==> src/rtl/ate_pkg.sv <==
package ate_pkg;

  typedef enum logic [1:0] {
    ST_IDLE,
    ST_ONE,
    ST_SORT,
    ST_WALK
  } state_t;

  localparam logic [2:0] OP_INSERT  = 3'd0;
  localparam logic [2:0] OP_DELETE  = 3'd1;
  localparam logic [2:0] OP_SEARCH  = 3'd2;
  localparam logic [2:0] OP_SORT    = 3'd3;
  localparam logic [2:0] OP_DISPLAY = 3'd4;

  localparam logic [2:0] STAT_OK       = 3'd0;
  localparam logic [2:0] STAT_FULL     = 3'd1;
  localparam logic [2:0] STAT_EMPTY    = 3'd2;
  localparam logic [2:0] STAT_NOTFOUND = 3'd3;
  localparam logic [2:0] STAT_BADOP    = 3'd4;

  // Longest run of results that one listing produces.
  localparam int LIST_MAX = 64;

  typedef struct packed {
    logic load;
    logic shift;
    logic lo_swap;
    logic hi_swap;
  } cell_ctl_t;

endpackage

==> src/rtl/ate_cell.sv <==
module ate_cell
  import ate_pkg::*;
(
  input  logic               clk,
  input  cell_ctl_t          ctl,
  input  logic signed [31:0] wdata,
  input  logic signed [31:0] next_val,
  input  logic signed [31:0] prev_val,
  output logic signed [31:0] val
);

  logic signed [31:0] val_r;
  logic signed [31:0] val_nxt;

  // A cell loads, shifts, or acts as the lower or the upper half of a compare-exchange pair.
  always_comb begin
    val_nxt = val_r;
    if (ctl.load) begin
      val_nxt = wdata;
    end else if (ctl.shift) begin
      val_nxt = next_val;
    end else if (ctl.lo_swap && (val_r > next_val)) begin
      val_nxt = next_val;
    end else if (ctl.hi_swap && (prev_val > val_r)) begin
      val_nxt = prev_val;
    end
  end

  always_ff @(posedge clk) begin
    val_r <= val_nxt;
  end

  assign val = val_r;

endmodule

==> config.mk <==
export PLATFORM = sky130hd
export DESIGN_NAME = ate_cell
export DESIGN_NICKNAME = d
export VERILOG_FILES = /design/src/rtl/ate_pkg.sv /design/src/rtl/ate_cell.sv
export SDC_FILE = /design/constraint.sdc
export NUM_CORES = 1
export LEC_CHECK = 0
export ABC_AREA = 1
export BUFFER_PORTS_ARGS = -buffer_cell sky130_fd_sc_hd__buf_2
export CAP_MARGIN = 20
export CORE_ASPECT_RATIO = 1.4
export CORE_MARGIN = 2
export CORE_UTILIZATION = 40
export CTS_CLUSTER_DIAMETER = 50
export DETAILED_ROUTE_END_ITERATION = 10
export GPL_ROUTABILITY_DRIVEN = 0
export GPL_TIMING_DRIVEN = 0
export PLACE_DENSITY = 0.76
export SYNTH_ARGS = -nofsm -noshare
export SYNTH_HDL_FRONTEND = slang
export SYNTH_SLANG_ARGS = --single-unit
==> constraint.sdc <==
create_clock -name clk -period 4.9 [get_ports clk]
set_input_delay 0.735 -clock clk [delete_from_list [all_inputs] [get_ports clk]]
set_output_delay 0.735 -clock clk [all_outputs]
set_load 0.01 [all_outputs]
==> summary.md, run 1 <==
| Metric | Value |
|---|---|
| Multi-input gate area | `0.002142 mm^2` |
| Initial DRC count | `165` |
| Site row count | `41` |
| Avg WL per Cell | `about 14 um` |
| Delay-heaviest family, CP | `simple AND/OR/NAND/NOR gates` |
| Most frequent cells in the layout | `nand2_1, buf_2, inv_1, nand3_1, ha_1` |
| Worst r2r src | `val[31]$_DFFE_PP_` |
| DRT Pass-1 Iters | `5` |
| CTS buffer count | `5` |
| DP HPWL | `8501 um` |
| Hold Path End | `val[7]$_DFFE_PP_` |
| Final setup vio count | `0` |
| Final wirelength | `10580 um` |
| Max FFs per register | `32` |
| Top cell by count, worst path | `nand2_1` |
| Yosys cell types | `28` |
| Worst path slowest cell | `ha_1` |
| Io pins | `~130` |
| Total die area | `approximately 0.0098 mm^2` |
| Reg2Reg Capture Point | `val[29]$_DFFE_PP_` |
| Synth Instances | `520` |
| Final Cycle Share | `60.66%` |
| Core footprint | `0.008875 mm^2` |
| CTS H-tree lvls | `2` |
| Clock tree from TritonCTS | `done` |
| Unrepaired setup endpoints after global routing | `no` |
| Mapped Area | `0.003607 mm^2` |
| Initial antenna violation count | `0` |
| DRC | `0` |
| Crit end category | `flop` |
| WS Path Type | `input pin to flop` |
| Period minus WS final | `2.972 ns` |
| Ant. Diodes | `0` |
| Clock Latency Late Sink | `just under 0.3 ns` |
| Leak Pwr | `2.756 nW` |
| Yosys warns | `0` |
| Final Net Count | `just over 800` |
| Avg Inst Size Synth | `6.937 um^2` |
| Max Fclk | `approximately 340 MHz` |
| Place WS | `1.600 ns` |
| Worst-margin pin slew | `0.6222 ns` |
| Startpoint Class | `input pin` |
| Hold path start | `wdata[7]` |
| Maximum VDD drop | `~140 uV` |
| Max-cap violations | `0` |
| DRT antenna net count | `0` |
| Register bit total from synthesis | `32` |
| Vias in the first global route | `3793` |
| Fin Setup TNS | `0 ns` |
| Clock transition at path regs | `0.05 ns` |
| Cell Chain, Critical Path | `buf_2, inv_1, ha_1, nand2_1, nor2_2, nand2_1, nor3b_2, nand2_1, nand3_1, nand3_4, nand2_4, buf_6, nor2_1, o21ai_4, buf_16` |
| Sequential share of the synthesized area | `26.64%` |
| Slew margin rel. | `between 50% and 60%` |
| First-pass GRT wire length | `17060 um` |
| Outcome | `complete, no violations` |
| Post_cts resized | `0` |
| CP max FO | `19` |
| Hold_buf cts | `0` |
| WHS Path Cells | `3` |
| Final cell count without fillers | `766` |
| Routed vias/inst | `~5.0` |
| # fillers | `902` |
| Area Overhead vs Synth | `26.67%` |
| Arr. time, crit path | `2.96 ns` |
| HP Class | `input pin to flop` |
| Tot Pwr | `about 1.2 mW` |
| Final Hold Vio Count | `0` |
| Bufs and invs on worst path | `4` |
| Share of cells above drive strength 1 | `23.07%` |
| Cells after DPL | `759` |
| Die width | `84.26 um` |
| Cells on worst reg2reg path | `13` |
| Starting Density | `40.65%` |
| Commonest non-fill, non-tap cell in the layout | `nand2_1` |
| Routed via count | `about 3800` |
| Clock Skew | `0.007383 ns` |
| Gr usage total | `21.90%` |
| Power Density | `263.8 mW/mm^2` |
| Flop-to-flop setup slack | `2.07 ns` |
| Peak per-stage delay on the critical path | `0.34 ns` |
| Post-route setup slack | `1.928 ns` |
| Remaining Overflow, GRT | `0` |
| Clk buf depth | `2` |
| Post-CTS Setup Repair Bufs | `0` |
| Die Y | `between 100 and 150 um` |
| Register Area | `approximately 960 um^2` |
| Syn_nets | `685` |
| CP required | `approximately 5 ns` |
| Slew Limit Fails | `0` |
| Root Driver | `clkbuf_16` |
| Port-buffer cells | `131` |
| Sink Count | `32` |
| Largest net degree at the start of global routing | `20` |
## through the flow
step           area, um^2  util, %  hold WS [ns]
2_1_floorplan        3607        -        0.9167
3_5_place_dp         4436    49.98         1.011
5_1_grt              4569    51.49        0.7209
6_report             4569    51.49        0.7186
3_3_place_gp         4397    49.54         1.007
4_1_cts              4569    51.49        0.7124
## worst register-to-register path, delay by kind of cell (launching register included)
| family | cells | cell delay, ns |
|---|---|---|
| adders and majority gates | 1 | 0.37 |
| and+or+nand+nor | 9 | 1.09 |
| buffers and inverters | 2 | 0.41 |
| AOI/OAI and AO/OA | 1 | 0.26 |
| DFF | 1 | 0.41 |
## layer usage
metal  track usage (%)  up-vias  routed length (um)
li1                  -     1950                   -
met4             8.172        0                 159
met3             4.311       11                 734
met2             41.38      140                5526
met5                 0        -                   0
met1             24.18     1697                4161
## how the worst max path moves through the flow
stage / from / end / slack, ns / cells past startpoint
2_1_floorplan: prev_val[31] / val[0]$_DFFE_PP_ / 1.28 / 9
3_3_place_gp: prev_val[31] / val[18]$_DFFE_PP_ / 0.04 / 10
3_5_place_dp: next_val[31] / val[26]$_DFFE_PP_ / 1.60 / 15
4_1_cts: next_val[31] / val[29]$_DFFE_PP_ / 1.90 / 15
5_1_grt: prev_val[31] / val[29]$_DFFE_PP_ / 1.67 / 11
6_report: next_val[31] / val[29]$_DFFE_PP_ / 1.93 / 15
## cell families (layout without fill, tap and decap cells)
| group | count (synthesis) | after routing | share of synthesized area (%) |
|---|---|---|---|
| DFF | 32 | 32 | 26.64 |
| and+or+nand+nor | 247 | 247 | 29.59 |
| buffers and inverters | 129 | 268 | 14.29 |
| AOI/OAI and AO/OA | 48 | 48 | 7.284 |
| adders and majority gates | 64 | 64 | 22.20 |
## power by group
part / switching [mW] / total (mW) / internal, mW
registers: 0.0354 / 0.392 / 0.356
clock network: 0.123 / 0.307 / 0.185
logic: 0.297 / 0.506 / 0.210
## synth_stat cells (all sizes together)
| cell | n | area, um^2 |
|---|---|---|
| nand2 | 152 | 580.6 |
| inv | 113 | 424.2 |
| nand3 | 72 | 372.9 |
| ha | 64 | 800.8 |
| edfxtp | 32 | 960.9 |
| a21oi | 30 | 150.1 |
| nor2 | 15 | 58.81 |
| buf | 10 | 68.82 |
| o21ai | 9 | 45.04 |
| clkbuf | 6 | 22.52 |
| nand4 | 4 | 25.02 |
| o21a | 3 | 22.52 |
| a21o | 2 | 15.01 |
| o211ai | 2 | 15.01 |
| a31oi | 1 | 6.260 |
| a41oi | 1 | 8.760 |
| and3 | 1 | 6.260 |
| nor3 | 1 | 5.000 |
| nor3b | 1 | 12.51 |
| nor4 | 1 | 6.260 |
## final cells by class
| cell class | count | area share [%] |
|---|---|---|
| Inverter | 113 | 9.283 |
| Multi-Input combinational cell | 359 | 46.88 |
| Sequential cell | 32 | 21.03 |
| Buffer | 16 | 1.999 |
| Clock buffer | 6 | 2.820 |
| Timing Repair Buffer | 132 | 14.95 |
| Clock inverter | 1 | 0.1095 |
| Tap cell | 107 | 2.930 |
Power figures use the tool's default switching activity.
==> run 2, diff against run 1 <==
==> constraint.sdc (replaced) <==
create_clock -name clk -period 3.1 [get_ports clk]
set_input_delay 0.465 -clock clk [delete_from_list [all_inputs] [get_ports clk]]
set_output_delay 0.465 -clock clk [all_outputs]
set_load 0.01 [all_outputs]
==> summary.md, run 2 (same netlist as run 1, synthesis figures left out) <==
| Metric | Value |
|---|---|
| Top cell by count, worst path | `nand2_1` |
| CTS H-tree lvls | `2` |
| Die width | `84.26 um` |
| Cells after DPL | `759` |
| Final Hold Vio Count | `0` |
| Clock Skew | `0.005917 ns` |
| Largest net degree at the start of global routing | `21` |
| Clk buf depth | `2` |
| Area Overhead vs Synth | `26.74%` |
| Post-route setup slack | `0.3060 ns` |
| Commonest non-fill, non-tap cell in the layout | `nand2_1` |
| Worst path slowest cell | `edfxtp_1` |
| Gr usage total | `21.41%` |
| Vias in the first global route | `3734` |
| Worst-margin pin slew | `0.6127 ns` |
| Cell area after layout | `0.004572 mm^2` |
| Startpoint Class | `flop` |
| DRT antenna net count | `0` |
| Final wirelength | `10460 um` |
| Port-buffer cells | `131` |
| # fillers | `885` |
| DRC | `0` |
| Root Driver | `clkbuf_16` |
| Final Cycle Share | `90.13%` |
| Clock tree from TritonCTS | `done` |
| CTS buffer count | `5` |
| Maximum VDD drop | `between 200 and 300 uV` |
| Post-layout util | `51.52%` |
| Final cell count without fillers | `767` |
| Placement Cell Area | `0.004436 mm^2` |
| Clock Latency Late Sink | `0.29 ns` |
| Post_cts resized | `0` |
| Avg WL per Cell | `13.64 um` |
| Total die area | `slightly below 0.01 mm^2` |
| Cell Chain, Critical Path | `ha_1, nand2_1, nor2_2, nand2_1, nor3b_2, nand2_1, nand3_1, nand3_4, nand2_4, buf_6, nor2_1, o21ai_4, buf_16` |
| Io pins | `around 130` |
| First-pass GRT wire length | `roughly 17000 um` |
| Place WS | `0.1001 ns` |
| Ant. Diodes | `0` |
| Routed via count | `3786` |
| Outcome | `complete, no violations` |
| Initial antenna violation count | `0` |
| Power Density | `418.2 mW/mm^2` |
| Die Y | `approximately 120 um` |
| Arr. time, crit path | `2.78 ns` |
| Site row count | `41` |
| Max Fclk | `357.9 MHz` |
| Unrepaired setup endpoints after global routing | `no` |
| Remaining Overflow, GRT | `0` |
| Max FFs per register | `32` |
| WS Path Type | `flop to flop` |
| Leak Pwr | `2.755 nW` |
| Slew Limit Fails | `0` |
| Core footprint | `0.008875 mm^2` |
| HP Class | `input pin to flop` |
| Max-cap violations | `0` |
| Sink Count | `32` |
| Hold WS | `0.4499 ns` |
| Final setup vio count | `0` |
| Peak per-stage delay on the critical path | `0.41 ns` |
| CP required | `3.09 ns` |
| Crit end category | `flop` |
| Clock transition at path regs | `0.06 ns` |
| Share of cells above drive strength 1 | `22.88%` |
| Period minus WS final | `2.794 ns` |
| Routed vias/inst | `4.936` |
| Most frequent cells in the layout | `nand2_1, buf_2, inv_1, nand3_1, ha_1` |
| Final Net Count | `824` |
| Post-CTS Setup Repair Bufs | `0` |
| Hold_buf cts | `0` |
| DP HPWL | `8471 um` |
| Initial DRC count | `162` |
| Starting Density | `40.65%` |
| CP max FO | `20` |
| Slew margin rel. | `59.00%` |
| DRT Pass-1 Iters | `4` |
[run 2: changes by cell type in the layout (fill, tap and decap cells not counted), sizes merged]
| cell | change |
|---|---|
| clkbuf | +1 |
[run 2: critical path: cells and delay by family, from the launching register on]
family / cells / cell delay, ns
buffers and inverters: 2 / 0.41
flip-flops: 1 / 0.41
AND/OR/NAND/NOR: 9 / 1.04
adder cells (fa/ha/maj): 1 / 0.37
AO/OA/AOI/OAI: 1 / 0.25
[run 2: routing by layer]
metal / vias up / GRT usage [%] / wire, um
met5: - / 0 / 0
met4: 0 / 8.602 / 206
met3: 17 / 3.392 / 674
met2: 138 / 40.32 / 5494
met1: 1684 / 23.99 / 4089
li1: 1947 / - / -
[run 2: power breakdown]
group          total [mW]  internal [mW]  switching, mW  leakage, nW
registers           0.619          0.563         0.0559        0.337
logic               0.794          0.330          0.465         2.35
clock network       0.498          0.296          0.202       0.0655
total                1.91           1.19          0.723         2.76
[run 2: worst paths after layout]
| check | from | to | slack [ns] | depth (start not counted) |
|---|---|---|---|---|
| setup reg to reg | val[31]$_DFFE_PP_ | val[23]$_DFFE_PP_ | 0.31 | 13 |
| hold reg to reg | val[31]$_DFFE_PP_ | val[0]$_DFFE_PP_ | 1.15 | 7 |
| hold / removal | wdata[12] | val[12]$_DFFE_PP_ | 0.45 | 3 |
| setup / recovery | val[31]$_DFFE_PP_ | val[23]$_DFFE_PP_ | 0.31 | 13 |
[run 2: stage by stage]
step	power (mW)	setup TNS [ns]
after global routing	2.058	0
after floorplan	1.124	0
after global placement	1.379	-16.29
after detailed placement	1.423	0
final	1.912	0
after CTS	1.927	0
[run 2: cell type report]
class | instances | area [um^2] | area share [%]
multi-input combinational | 359 | 2142 | 46.85
buffer | 16 | 91.34 | 1.998
timing repair buffer | 132 | 683.2 | 14.94
clock buffer | 7 | 132.6 | 2.901
tap | 107 | 133.9 | 2.928
clock inverter | 1 | 3.754 | 0.08210
sequential | 32 | 960.9 | 21.02
inverter | 113 | 424.2 | 9.278
